<file path="config.mk">
export PLATFORM = sky130hd
export DESIGN_NAME = multi_channel_beep_pattern_generator_flat
export DESIGN_NICKNAME = d
export VERILOG_FILES = /design/src/sv/mcbp_pkg.sv /design/src/sv/mcbp_channels.sv /design/src/sv/multi_channel_beep_pattern_generator.sv /design/src/flat_wrapper.sv
export VERILOG_INCLUDE_DIRS = /design/src /design/src/sv
export SDC_FILE = /design/constraint.sdc
export NUM_CORES = 1
export LEC_CHECK = 0
export BUFFER_PORTS_ARGS = -buffer_cell sky130_fd_sc_hd__buf_2
export CAP_MARGIN = 20
export CORE_MARGIN = 4
export CORE_UTILIZATION = 57
export DETAILED_ROUTE_END_ITERATION = 7
export PLACE_DENSITY_LB_ADDON = 0.15
export SLEW_MARGIN = 20
export SYNTH_ARGS = -nofsm -noshare
export SYNTH_HDL_FRONTEND = slang
export SYNTH_SLANG_ARGS = --single-unit
</file>
<file path="constraint.sdc">
create_clock -name clock -period 2.95 [get_ports clock]
set_input_delay 0.295 -clock clock [delete_from_list [all_inputs] [get_ports clock]]
set_output_delay 0.295 -clock clock [all_outputs]
set_load 0.005 [all_outputs]
</file>
<file path="src/sv/multi_channel_beep_pattern_generator_defines.svh">
// Assertion macros for the beep pattern generator.
`ifndef MULTI_CHANNEL_BEEP_PATTERN_GENERATOR_DEFINES_SVH
`define MULTI_CHANNEL_BEEP_PATTERN_GENERATOR_DEFINES_SVH

`ifndef SYNTHESIS

// property must hold at every rising clock edge outside reset
`define MCBP_ASSERT(label, clk, rst, prop, msg) \
   label: assert property (@(posedge clk) disable iff (rst) (prop)) else $error(msg);

// expression must never be true outside reset
`define MCBP_ASSERT_NEVER(label, clk, rst, expr, msg) \
   `MCBP_ASSERT(label, clk, rst, !(expr), msg)

`else

`define MCBP_ASSERT(label, clk, rst, prop, msg)
`define MCBP_ASSERT_NEVER(label, clk, rst, expr, msg)

`endif

`endif

</file>
<file path="src/sv/mcbp_pkg.sv">
// Package: widths, operation codes and constants of the beep pattern generator.
`default_nettype none

package mcbp_pkg;

   localparam int NUM_CHANNELS_DEF = 8;

   localparam int OP_W    = 2;
   localparam int CHAN_W  = 3;
   localparam int COUNT_W = 8;
   localparam int MASK_W  = 8;
   localparam int CSR_W   = 4;

   typedef enum logic [OP_W-1:0] {
      OP_TICK = 2'd0,
      OP_RING = 2'd1,
      OP_STOP = 2'd2
   } op_type;

   localparam logic [COUNT_W-1:0] COUNT_PRESET  = 8'hFE;
   localparam logic [COUNT_W-1:0] FOREVER_LIMIT = 8'd100;
   localparam logic [COUNT_W-1:0] RING_FOREVER  = 8'hFF;
   localparam logic [CSR_W-1:0]   ACTIVE_RESET  = 4'd8;

endpackage

`default_nettype wire

</file>
<file path="src/sv/mcbp_channels.sv">
// Handshake interfaces: command channel, result channel and register write channel.
`default_nettype none

interface mcbp_req_if import mcbp_pkg::*; ();
   logic               valid;
   logic               ready;
   logic [OP_W-1:0]    operation;
   logic [CHAN_W-1:0]  channel;
   logic [COUNT_W-1:0] repeat_count;
   logic [COUNT_W-1:0] high_ticks;
   logic [COUNT_W-1:0] low_ticks;

   modport source (output valid, operation, channel, repeat_count, high_ticks, low_ticks,
                   input ready);
   modport sink   (input valid, operation, channel, repeat_count, high_ticks, low_ticks,
                   output ready);
endinterface

interface mcbp_rsp_if import mcbp_pkg::*; ();
   logic              valid;
   logic              ready;
   logic [MASK_W-1:0] level_mask;
   logic [MASK_W-1:0] driven_mask;
   logic [MASK_W-1:0] finished_mask;

   modport source (output valid, level_mask, driven_mask, finished_mask, input ready);
   modport sink   (input valid, level_mask, driven_mask, finished_mask, output ready);
endinterface

interface mcbp_csr_if import mcbp_pkg::*; ();
   logic             valid;
   logic             ready;
   logic [CSR_W-1:0] data;

   modport source (output valid, data, input ready);
   modport sink   (input valid, data, output ready);
endinterface

`default_nettype wire

</file>
<file path="src/sv/multi_channel_beep_pattern_generator.sv">
// Top level of the multi-channel buzzer beep pattern generator.
`default_nettype none

// Drives NUM_CHANNELS buzzer channels with on/off beep patterns. For each command item
// (tick, ring one channel, stop all) all channels update in parallel in a single
// pass of per-channel logic (an 8-bit increment and compare each) straight into
// the channel state and the result register, so one item is accepted every cycle
// as long as the result register is empty or its item is taken in the same cycle.
// Each item yields exactly one result item, valid from the next cycle on.
// The active_channels register (csr_ channel, always ready) limits which
// channels tick and stop serve; values above NUM_CHANNELS act as NUM_CHANNELS.
// Write it only while the block is idle. Reset clears level, counter and toggle
// count of every channel at once; there is no clearing pass. The stored periods
// are not reset: they are only read by a running channel, which a ring has
// loaded first. Only channels 0..7 show in the 8-bit result masks.

`include "multi_channel_beep_pattern_generator_defines.svh"

module multi_channel_beep_pattern_generator import mcbp_pkg::*; #(
   parameter int NUM_CHANNELS = NUM_CHANNELS_DEF
) (
   input  wire        clock,
   input  wire        reset,
   mcbp_req_if.sink   req_bus,
   mcbp_rsp_if.source rsp_bus,
   mcbp_csr_if.sink   csr_bus
);

   // served-channel count register
   logic [CSR_W-1:0] active_ff;

   // per-channel state
   logic [NUM_CHANNELS-1:0] level_ff, level_in;
   logic [COUNT_W-1:0]      tick_ff   [NUM_CHANNELS];
   logic [COUNT_W-1:0]      tick_in   [NUM_CHANNELS];
   logic [COUNT_W-1:0]      tog_ff    [NUM_CHANNELS];
   logic [COUNT_W-1:0]      tog_in    [NUM_CHANNELS];
   logic [COUNT_W-1:0]      on_ff     [NUM_CHANNELS];
   logic [COUNT_W-1:0]      on_in     [NUM_CHANNELS];
   logic [COUNT_W-1:0]      off_ff    [NUM_CHANNELS];
   logic [COUNT_W-1:0]      off_in    [NUM_CHANNELS];
   logic [NUM_CHANNELS-1:0] drv_vec, fin_vec;

   // result register
   logic              rsp_valid_ff;
   logic [MASK_W-1:0] level_mask_ff, driven_ff, finished_ff;
   logic [MASK_W-1:0] level_mask_in, driven_in, finished_in;

   logic              req_acc;
   logic [COUNT_W-1:0] ring_toggles;

   assign csr_bus.ready = 1'b1;
   assign req_bus.ready = !rsp_valid_ff || rsp_bus.ready;
   assign req_acc       = req_bus.valid && req_bus.ready;

   // above the limit the channel rings forever, else two toggles per beep
   assign ring_toggles = (req_bus.repeat_count > FOREVER_LIMIT) ? RING_FOREVER :
                         {req_bus.repeat_count[COUNT_W-2:0], 1'b0};

   always_comb begin
      logic [COUNT_W-1:0] cnt;
      logic [COUNT_W-1:0] per;
      logic               served;
      logic               hit;
      for (int i = 0; i < NUM_CHANNELS; i++) begin
         cnt        = tick_ff[i] + 8'd1;
         per        = level_ff[i] ? on_ff[i] : off_ff[i];
         served     = 6'(i) < 6'(active_ff);
         hit        = 6'(req_bus.channel) == 6'(i);
         level_in[i] = level_ff[i];
         tick_in[i]  = tick_ff[i];
         tog_in[i]   = tog_ff[i];
         on_in[i]    = on_ff[i];
         off_in[i]   = off_ff[i];
         drv_vec[i]  = 1'b0;
         fin_vec[i]  = 1'b0;
         if (req_acc) begin
            case (req_bus.operation)
               OP_TICK: begin
                  if (served && tog_ff[i] != 8'd0) begin
                     if (cnt > per) begin
                        // phase over: flip level, count one toggle
                        tick_in[i]  = 8'd0;
                        level_in[i] = ~level_ff[i];
                        drv_vec[i]  = 1'b1;
                        if (tog_ff[i] != RING_FOREVER) begin
                           tog_in[i]  = tog_ff[i] - 8'd1;
                           fin_vec[i] = tog_ff[i] == 8'd1;
                        end
                     end else begin
                        tick_in[i] = cnt;
                     end
                  end
               end
               OP_RING: begin
                  if (hit) begin
                     level_in[i] = 1'b0;
                     tick_in[i]  = COUNT_PRESET;
                     tog_in[i]   = ring_toggles;
                     on_in[i]    = req_bus.high_ticks;
                     off_in[i]   = req_bus.low_ticks;
                     drv_vec[i]  = 1'b1;
                  end
               end
               OP_STOP: begin
                  // periods are kept
                  if (served) begin
                     level_in[i] = 1'b0;
                     tick_in[i]  = 8'd0;
                     tog_in[i]   = 8'd0;
                     drv_vec[i]  = 1'b1;
                  end
               end
               default: begin
               end
            endcase
         end
      end
   end

   // only channels 0..7 are visible in the masks
   for (genvar g = 0; g < MASK_W; g++) begin : g_mask
      if (g < NUM_CHANNELS) begin : g_vis
         assign level_mask_in[g] = level_in[g];
         assign driven_in[g]     = drv_vec[g];
         assign finished_in[g]   = fin_vec[g];
      end else begin : g_hid
         assign level_mask_in[g] = 1'b0;
         assign driven_in[g]     = 1'b0;
         assign finished_in[g]   = 1'b0;
      end
   end

   always_ff @(posedge clock) begin
      if (reset) begin
         active_ff <= ACTIVE_RESET;
      end else if (csr_bus.valid && csr_bus.ready) begin
         active_ff <= csr_bus.data;
      end
   end

   always_ff @(posedge clock) begin
      if (reset) begin
         level_ff <= '0;
         for (int i = 0; i < NUM_CHANNELS; i++) begin
            tick_ff[i] <= '0;
            tog_ff[i]  <= '0;
         end
      end else begin
         level_ff <= level_in;
         for (int i = 0; i < NUM_CHANNELS; i++) begin
            tick_ff[i] <= tick_in[i];
            tog_ff[i]  <= tog_in[i];
         end
      end
   end

   // periods are read only after a ring has loaded them
   always_ff @(posedge clock) begin
      for (int i = 0; i < NUM_CHANNELS; i++) begin
         on_ff[i]  <= on_in[i];
         off_ff[i] <= off_in[i];
      end
   end

   always_ff @(posedge clock) begin
      if (reset) begin
         rsp_valid_ff <= 1'b0;
      end else if (req_bus.ready) begin
         rsp_valid_ff <= req_acc;
      end
   end

   always_ff @(posedge clock) begin
      if (req_acc) begin
         level_mask_ff <= level_mask_in;
         driven_ff     <= driven_in;
         finished_ff   <= finished_in;
      end
   end

   assign rsp_bus.valid         = rsp_valid_ff;
   assign rsp_bus.level_mask    = level_mask_ff;
   assign rsp_bus.driven_mask   = driven_ff;
   assign rsp_bus.finished_mask = finished_ff;

   `MCBP_ASSERT(a_fin_driven, clock, reset, rsp_valid_ff |-> ((finished_ff & ~driven_ff) == 8'h00), "finished channel did not toggle")
   `MCBP_ASSERT(a_nontick_nofin, clock, reset, (req_acc && req_bus.operation != OP_TICK) |=> (finished_ff == 8'h00), "finish flagged outside tick")
   `MCBP_ASSERT(a_stop_off, clock, reset, (req_acc && req_bus.operation == OP_STOP) |=> ((level_mask_ff & driven_ff) == 8'h00), "stopped channel left on")
   `MCBP_ASSERT(a_ring_one, clock, reset, (req_acc && req_bus.operation == OP_RING) |=> $onehot0(driven_ff), "ring drove several channels")
   `MCBP_ASSERT_NEVER(a_empty_ready, clock, reset, !rsp_valid_ff && !req_bus.ready, "stalled with empty result register")

endmodule

`default_nettype wire

</file>
<file path="src/flat_wrapper.sv">
// flat-port wrapper written by rule: the top's interface ports become plain ports
module multi_channel_beep_pattern_generator_flat import mcbp_pkg::*;
#(
   parameter int NUM_CHANNELS = NUM_CHANNELS_DEF
)
  (clock, reset, req_bus_valid, req_bus_operation, req_bus_channel, req_bus_repeat_count, req_bus_high_ticks, req_bus_low_ticks, req_bus_ready, rsp_bus_valid, rsp_bus_level_mask, rsp_bus_driven_mask, rsp_bus_finished_mask, rsp_bus_ready, csr_bus_valid, csr_bus_data, csr_bus_ready);
  mcbp_req_if req_bus_i ();
  mcbp_rsp_if rsp_bus_i ();
  mcbp_csr_if csr_bus_i ();
  input  wire clock;
  input  wire reset;
  input wire logic [$bits(req_bus_i.valid)-1:0] req_bus_valid;
  input wire logic [$bits(req_bus_i.operation)-1:0] req_bus_operation;
  input wire logic [$bits(req_bus_i.channel)-1:0] req_bus_channel;
  input wire logic [$bits(req_bus_i.repeat_count)-1:0] req_bus_repeat_count;
  input wire logic [$bits(req_bus_i.high_ticks)-1:0] req_bus_high_ticks;
  input wire logic [$bits(req_bus_i.low_ticks)-1:0] req_bus_low_ticks;
  output wire logic [$bits(req_bus_i.ready)-1:0] req_bus_ready;
  output wire logic [$bits(rsp_bus_i.valid)-1:0] rsp_bus_valid;
  output wire logic [$bits(rsp_bus_i.level_mask)-1:0] rsp_bus_level_mask;
  output wire logic [$bits(rsp_bus_i.driven_mask)-1:0] rsp_bus_driven_mask;
  output wire logic [$bits(rsp_bus_i.finished_mask)-1:0] rsp_bus_finished_mask;
  input wire logic [$bits(rsp_bus_i.ready)-1:0] rsp_bus_ready;
  input wire logic [$bits(csr_bus_i.valid)-1:0] csr_bus_valid;
  input wire logic [$bits(csr_bus_i.data)-1:0] csr_bus_data;
  output wire logic [$bits(csr_bus_i.ready)-1:0] csr_bus_ready;
  assign req_bus_i.valid = req_bus_valid;
  assign req_bus_i.operation = req_bus_operation;
  assign req_bus_i.channel = req_bus_channel;
  assign req_bus_i.repeat_count = req_bus_repeat_count;
  assign req_bus_i.high_ticks = req_bus_high_ticks;
  assign req_bus_i.low_ticks = req_bus_low_ticks;
  assign req_bus_ready = req_bus_i.ready;
  assign rsp_bus_valid = rsp_bus_i.valid;
  assign rsp_bus_level_mask = rsp_bus_i.level_mask;
  assign rsp_bus_driven_mask = rsp_bus_i.driven_mask;
  assign rsp_bus_finished_mask = rsp_bus_i.finished_mask;
  assign rsp_bus_i.ready = rsp_bus_ready;
  assign csr_bus_i.valid = csr_bus_valid;
  assign csr_bus_i.data = csr_bus_data;
  assign csr_bus_ready = csr_bus_i.ready;
  multi_channel_beep_pattern_generator #(.NUM_CHANNELS(NUM_CHANNELS)) u_core (.clock(clock), .reset(reset), .req_bus(req_bus_i), .rsp_bus(rsp_bus_i), .csr_bus(csr_bus_i));
endmodule
</file>
After elaboration in Yosys (flattened, before gate mapping)
Memories as Yosys holds them, arrays and structs flattened.
Cells that the tools add are included.
{"block": "totals", "ff_bits": 37, "latch_bits": 0, "ram_bits": 256, "rom_bits": 0, "in_bits": 38, "out_inout_bits": 27, "word_cells": 396, "mem_count": 4}
{"memory": "u_core.off_ff", "depth": 8, "word_bits": 8, "read_ports": 8, "rd_ports_with_merged_regs": 0, "wr": 8, "line_no": "multi_channel_beep_pattern_generator.sv:40", "rtl": "logic [COUNT_W-1:0] off_ff [NUM_CHANNELS];"}
{"memory": "u_core.on_ff", "depth": 8, "word_bits": 8, "read_ports": 8, "rd_ports_with_merged_regs": 0, "wr": 8, "line_no": "multi_channel_beep_pattern_generator.sv:38", "rtl": "logic [COUNT_W-1:0] on_ff [NUM_CHANNELS];"}
{"memory": "u_core.tick_ff", "depth": 8, "word_bits": 8, "read_ports": 8, "rd_ports_with_merged_regs": 0, "wr": 8, "line_no": "multi_channel_beep_pattern_generator.sv:34", "rtl": "logic [COUNT_W-1:0] tick_ff [NUM_CHANNELS];"}
{"memory": "u_core.tog_ff", "depth": 8, "word_bits": 8, "read_ports": 8, "rd_ports_with_merged_regs": 0, "wr": 8, "line_no": "multi_channel_beep_pattern_generator.sv:36", "rtl": "logic [COUNT_W-1:0] tog_ff [NUM_CHANNELS];"}
{"block": "op_classes", "add_sub_neg": 16, "mul": 0, "n_div": 0, "n_lt_le_gt_ge": 17, "n_eq_ne": 25, "n_shift": 0, "muxes": 268, "n_bitwise": 24, "reduce_logical": 29}
{"operator": "2-to-1 mux 8 bit", "n": 161}
{"operator": "case mux 8 bit (3 select lines)", "n": 16}
{"operator": "2-to-1 mux 1 bit", "n": 75}
{"operator": "adder 8 x 1 -> 8 bit, second input constant", "n": 8}
{"operator": "== test 8 x 1 -> 1 bit, second input constant", "n": 8}
{"operator": "> comparator 8 bit", "n": 8}
{"operator": "inequality test 8 bit, second input constant", "n": 8}
{"operator": "nonzero test 8 bit", "n": 8}
{"operator": "subtractor 8 x 1 -> 8 bit, second input constant", "n": 8}
{"operator": "case mux 1 bit (3 select lines)", "n": 16}
{"operator": "AND reduction 4 bit", "n": 8}
{"operator": "< comparator 3 x 4 -> 1 bit, first input constant", "n": 4}
{"operator": "bitwise OR 1 bit", "n": 16}
{"operator": "== test 3 bit, second input constant", "n": 4}
{"operator": "logical AND 1 bit", "n": 9}
{"operator": "> comparator 8 x 7 -> 1 bit, second input constant", "n": 1}
{"operator": "< comparator 1 x 4 -> 1 bit, first input constant", "n": 2}
{"operator": "< comparator 2 x 4 -> 1 bit, first input constant", "n": 2}
{"operator": "inverter 1 bit", "n": 8}
{"operator": "== test 3 x 2 -> 1 bit, second input constant", "n": 2}
{"operator": "== test 3 x 1 -> 1 bit, second input constant", "n": 1}
{"operator": "logical NOT 3 bit", "n": 1}
{"operator": "== test 2 x 1 -> 1 bit, second input constant", "n": 1}
{"operator": "== test 2 bit, second input constant", "n": 1}
{"operator": "3 further kinds", "n": 3}

Logic depth before layout (Yosys ltp)
Gate-level depths: netlist of run 1.
An unclocked memory read counts as a cell.
{"block": "logic_depth", "word_depth": 8, "mapped_depth": 12, "mapped_depth_nobuf": 11}

Worst setup path after synthesis of run 1
Ideal clock, no wire load.
{"block": "synth_path", "kind": "flip-flop to flip-flop", "startpoint": "reg u_core.rsp_bus.valid (netlist name)", "endpoint": "mem u_core.off_ff[1][2], in the netlist u_core.off_ff[0][10] (enable)", "setup_ns": 0.409, "arrival_time_ns": 2.660, "required_ns": 2.541, "path_slack_ns": -0.119, "path_stages_with_launch": 6, "n_path_buf": 0, "synth_period_minus_slack_ns": 3.069, "cell_sequence": "dfxtp_1 nor2b_1 inv_2 and2_1 nand3_1 nor3_1"}
{"item": "end: declaration", "line_no": "multi_channel_beep_pattern_generator.sv:40"}

==> impl_metrics.toml, run 1 <==
[final_layout]
fin_cells = 2252
area_growth_pct = 17.45
n_antenna_cell = 0
fin_nets = 1986
final_layout_size_suffix_gt1_share_pct = 20.29
final_core_util_pct = 67.79

[run_status]
status = "finished clean"

[power_and_ir_drop]
p_sw_mw = 3.013
p_seq_share_pct = 42.3
switching_share_pct = 27.79
power_leakage_nw = 7.152
vdd_drop_max_v = 0.0004980
p_clk_share_pct = 41.2
p_int_mw = 7.828
power.density_nw_per_um2 = 557.2
combPwrFrac_pct = 16.5

[routing]
drt_iter0_drc = 1442
routedLengthMet1_um = 19920
ant_nets = 0
vias = 14280
dr_wl_met3_um = 3700
wl_met2_um = 21430
top_layer_used = "met5"
finalWirelength_um = 46590
routedWlPerCell_um = 20.69
dr.pass1.iters = 5
avgViaCountPerCell = 6.342
remaining_drc_errors = 0

[sta]
tns_ps = 0
period_minus_slack_ps = 2944
tightest_slew_ps = 1088
skew_ps = 17.23
fin_crit_sh_pct = 99.79
finalHoldViolCount = 0
rsz0062_at_grt = "yes"
maxSlewHeadroom_pct = 27.14
fmax_mhz = 339.7
finalSetupViolCount = 0
drv_slew = 0

[placement]
place_congestion = 0.9129
port_buffers = 63
dp_cells = 2180
dp_hpwl_um = 31510

[setup_path]
path_class = "register to register"
cp-end-kind = "register"
critPathRequiredTime_ps = 3280
worst_setup_path_start_kind = "register"
arrival_ps = 3280
crit_fanout = 3

[clocking]
htreeDepth = 2
cts_tree = "built"
cts-root-buf = "clkbuf_16"
ctsHoldBuffers = 0
clkTransAtPathRegs_ps = 60
numCtsBuffers = 34
clock_latency_ps = 520
numClockSinks = 293
clockBufferDepth = 3

[floorplanning]
pin_count = 65
row_count = 62
die_w_um = 178.5
design.core.area_um2 = 28700
fp.dieArea_um2 = 31860
fp.dieH_um = 178.5
start_util_pct = 57.72

[global_route]
grt.overflow.total = 0
antenna_found_initial = 1
grt_max_degree = 126
grt_pass1_vias = 13080
grtUsageTotal_pct = 28.17
grt_pass1_wl_um = 71100

[logic_synthesis]
syn_inst = 1696
ys_types = 80
synth_top_area_share_pct = 27.55
ys_seq_area_share_pct = 44.59
synth_edf_count = 152
synth.avg_cell_area_um2 = 9.768
ys_ff_latch = 293
yosysTopAreaCell = "edfxtp_1"
yosysMostFrequentCell = "nand2_1"
synthArstFlopShare_pct = 0
ys.flop_type = "edfxtp_1"
yosysWarnings = 0
syn-num-nets = 1840
netlist_area_um2 = 16570
yosys-top-cells-count = "nand2_1, nor2_1, edfxtp_1"
synthTopCellsByArea = "edfxtp_1, dfxtp_1, ha_1, a21oi_1, nand2_1"

[run]
drv_cap = 0

[hold_path]
hp-class = "input pin to register"
power by group through the flow:
stage,clock (mW),combinational [mW],sequential [mW]
floorplan,0,1.19,4.64
global placement,0,1.66,4.66
detailed placement,0,1.70,4.66
CTS,4.53,1.73,4.58
global route,4.71,1.96,4.60
finish,4.46,1.79,4.58
through the flow:
stage,power [mW],hold WS [ps],instance area [um^2],setup slack [ps]
final,10.84,57.08,19460,6.109
after global routing,11.27,61.05,19460,-84.19
after CTS,10.83,51.43,19240,0.6606
after detailed placement,6.365,481.1,17980,-193.2
after global placement,6.318,470.9,17980,-41.43
after floorplan,5.826,393.9,16580,2.478
critical path, cell delays in order (launching register included):
cell      delay [ps]
dfxtp_1          350
nand3_1          100
or2_2            340
nor2_1           140
xor2_1           200
ha_1             290
nand4_1          120
nor2_1            70
a211oi_1         370
buf_4            250
o21a_1           160
nand2_1          110
a21oi_1          230
layer usage:
layer | vias up | GRT usage (%)
met4 | 2 | 9.146
met5 | - | 0
li1 | 6700 | -
met3 | 123 | 4.345
met1 | 6774 | 39.52
met2 | 683 | 44.96
kinds of logic (layout without fill, tap and decap cells):
kind of cell	Yosys count	count (layout)	synth area share, %
buf+inv	113	285	2.938
simple gates	629	629	18.01
compound gates	436	436	19.61
xor+xnor	48	48	2.538
fa+ha+maj	106	106	8.005
mux	70	70	4.290
other cells	1	1	0.02264
flops	293	293	44.59
final cells by class:
cell class,instances,area (um^2)
clock inverter,21,256.5
inverter,27,101.3
tap,384,480.5
fill,2231,9245
timing repair buffer,196,1390
multi-input combinational,1290,8889
sequential,293,7401
clock buffer,41,939.7
cells in the final DEF, fill, tap and decap left out, drive strengths merged, types with 24 or more instances in the layout:
cell    Yosys  routed
nand2     178     178
nand4      32      32
o21ai      40      40
buf        26     196
nor2      165     165
xnor2      24      24
edfxtp    152     152
o211ai     33      33
a21oi     151     151
nand3      79      79
xor2       24      24
ha        106     106
dfxtp     141     141
a31oi      34      34
o32ai      40      40
a41oi      26      26
a211oi     24      24
nor3       73      73
clkbuf     60      41
mux2i      62      62
inv        26      28
flip-flops by register name, indices dropped and copies added (netlist names), 8 cells and up:
name                          count
u_core.rsp_bus.driven_mask        8
u_core.rsp_bus.level_mask         8
u_core.on_ff                     64
u_core.off_ff                    64
u_core.tog_ff                    64
u_core.tick_ff                   64
u_core.rsp_bus.finished_mask      8
u_core.level_ff                   8
worst paths after layout:
check	startpoint	to	slack [ps]	cells past startpoint
min reg2reg	u_core.tog_ff[7][3]	u_core.tog_ff[7][3]	490	2
min	csr_bus_data[2]	u_core.active_ff[2]	60	3
max	u_core.tick_ff[0][17]	u_core.rsp_bus.driven_mask[2]	6	12
max reg2reg	u_core.tick_ff[0][17]	u_core.rsp_bus.driven_mask[2]	6	12
repair_timing:
action                                  in CTS  in global routing
endpoints found under the setup margin      48                106
gates resized for setup                     14                 47
buffers inserted                             2                  8
endpoints found under the hold margin        0                  0
pin swaps                                    6                 23
(Power assumes the default switching activity.)
==> run 2, diff against run 1 <==
REMOVE_ABC_BUFFERS = 1   (was default)
SKIP_CTS_REPAIR_TIMING = 1   (was default)
==> run 2 against run 1 <==
Net effect:
- count of clock-buffer cells in the layout is the same
- total power decreased by 3.5%
- first-iteration DRC count is 3.5% higher
- maximum frequency grew 1.9%
- sequential share of layout area grew 0.12 points
- clock power shrank 8.5%
- critical path depth unchanged
- highest routed layer is now met4
==> impl_metrics.toml, run 2 (synthesized netlist as in run 1, its figures left out) <==
[run_status]
status = "finished clean"

[setup_path]
path_delay_family = "simple AND/OR/NAND/NOR gates"
path_class = "register to register"
crit_fanout = 5
critPathRequiredTime_ps = 3380
cp_cell_sequence = "nand3_1 > or2_4 > nor2_2 > xor2_1 > ha_1 > nand4_1 > nor2_2 > a211oi_2 > buf_4 > o21ai_1 > or4_4 > a31oi_2"
crit_slowest_cell = "or4_4"
slowest_delay_ps = 570
path_common_cell = "nor2_2"
r2r_slack_ps = 60
cp-end-kind = "register"
cp_num_buf_inv = 1
worst_setup_path_start_kind = "register"
arrival_ps = 3320

[floorplanning]
start_util_pct = 57.72
design.core.area_um2 = 28700
fp.dieH_um = 178.5
pin_count = 65
die_w_um = 178.5
fp.dieArea_um2 = 31860
row_count = 62

[power_and_ir_drop]
vdd_drop_max_v = 0.0005168
power.total_mw = 10.46
power_leakage_nw = 7.115
power.density_nw_per_um2 = 538.5

[global_route]
use_met2_pct = 44.20
grt_pass1_vias = 13110
grt.overflow.total = 0
antenna_found_initial = 1
grt_max_degree = 126
grt_pass1_wl_um = 71670
grt_busiest_layer = "met2"
use_met3_pct = 4.048
grt_util_met1_pct = 40.29
grtUsageTotal_pct = 28.45

[hold_path]
hp-class = "input pin to register"

[routing]
ant_nets = 0
avgViaCountPerCell = 6.356
vias = 14310
drt_iter0_drc = 1492
routedWlPerCell_um = 20.89
dr.pass1.iters = 5
remaining_drc_errors = 0
finalWirelength_um = 47050

[clocking]
clockBufferDepth = 3
htreeDepth = 2
numClockSinks = 293
clkTransAtPathRegs_ps = 60
numCtsBuffers = 35
cts_tree = "built"
clock_latency_ps = 520
cts-root-buf = "clkbuf_16"

[sta]
finalSetupViolCount = 0
tns_ps = 0
tightest_slew_ps = 1173
rsz0062_at_grt = "yes"
period_minus_slack_ps = 2890
fin_crit_sh_pct = 97.96
finalHoldViolCount = 0
maxSlewHeadroom_pct = 21.26
skew_ps = 13.28
fmax_mhz = 346.0
drv_slew = 0

[final_layout]
final_core_util_pct = 67.69
area_growth_pct = 17.28
fin_nets = 1986
multi_input_area_um2 = 8987
final_cell_mix = "nand2_1, edfxtp_1, nor2_1"
fin_cells = 2252
fillers = 2250
regArea_um2 = 7415
final_layout_size_suffix_gt1_share_pct = 21.64
final_common_cell = "nand2_1"

[placement]
dp_cells = 2176
port_buffers = 63
dp_hpwl_um = 31750
place_congestion = 0.9368

[run]
drv_cap = 0
run 2: worst paths after layout:
check	from	end	depth (start not counted)
worst max-delay path	u_core.tick_ff[0][48]	u_core.level_ff[6]	12
worst min-delay path	csr_bus_data[1]	u_core.active_ff[1]	3
worst max register to register	u_core.tick_ff[0][48]	u_core.level_ff[6]	12
worst min register to register	u_core.tog_ff[6][6]	u_core.tog_ff[6][6]	2
run 2: cell type report:
class,count,area share (%)
multi-input cells,1290,46.26
clock buffers,41,4.727
clock inverters,21,0.8436
diodes,1,0.01288
repair buffers,195,7.006
flip-flops and latches,293,38.16
well taps,384,2.473
inverters,27,0.5216
run 2: per-stage QoR:
stage          hold slack, ps  instance area, um^2  setup WS (ps)
2_1_floorplan           359.6                16180          -1067
3_3_place_gp            477.1                17920         -55.97
6_report                21.10                19430          60.10
4_1_cts                 9.545                19000         -167.9
3_5_place_dp            481.5                17920         -164.1
5_1_grt                 27.24                19430         -166.7
run 2: per-layer routing:
metal,share of wire [%],vias to the layer above
li1,-,6705
met4,4.3,0
met1,43,6848
met5,0,-
met2,45,629
met3,7.7,131
run 2: worst min-delay path, stage by stage:
cell and delay (ps):
buf_2 70, mux2i_1 50, nor2_1 80
run 2: where the power goes:
group | switching, mW | leakage (nW) | internal [mW]
Combinational | 1.13 | 4.03 | 0.655
Clock | 1.75 | 0.530 | 2.34
Sequential | 0.151 | 2.55 | 4.44
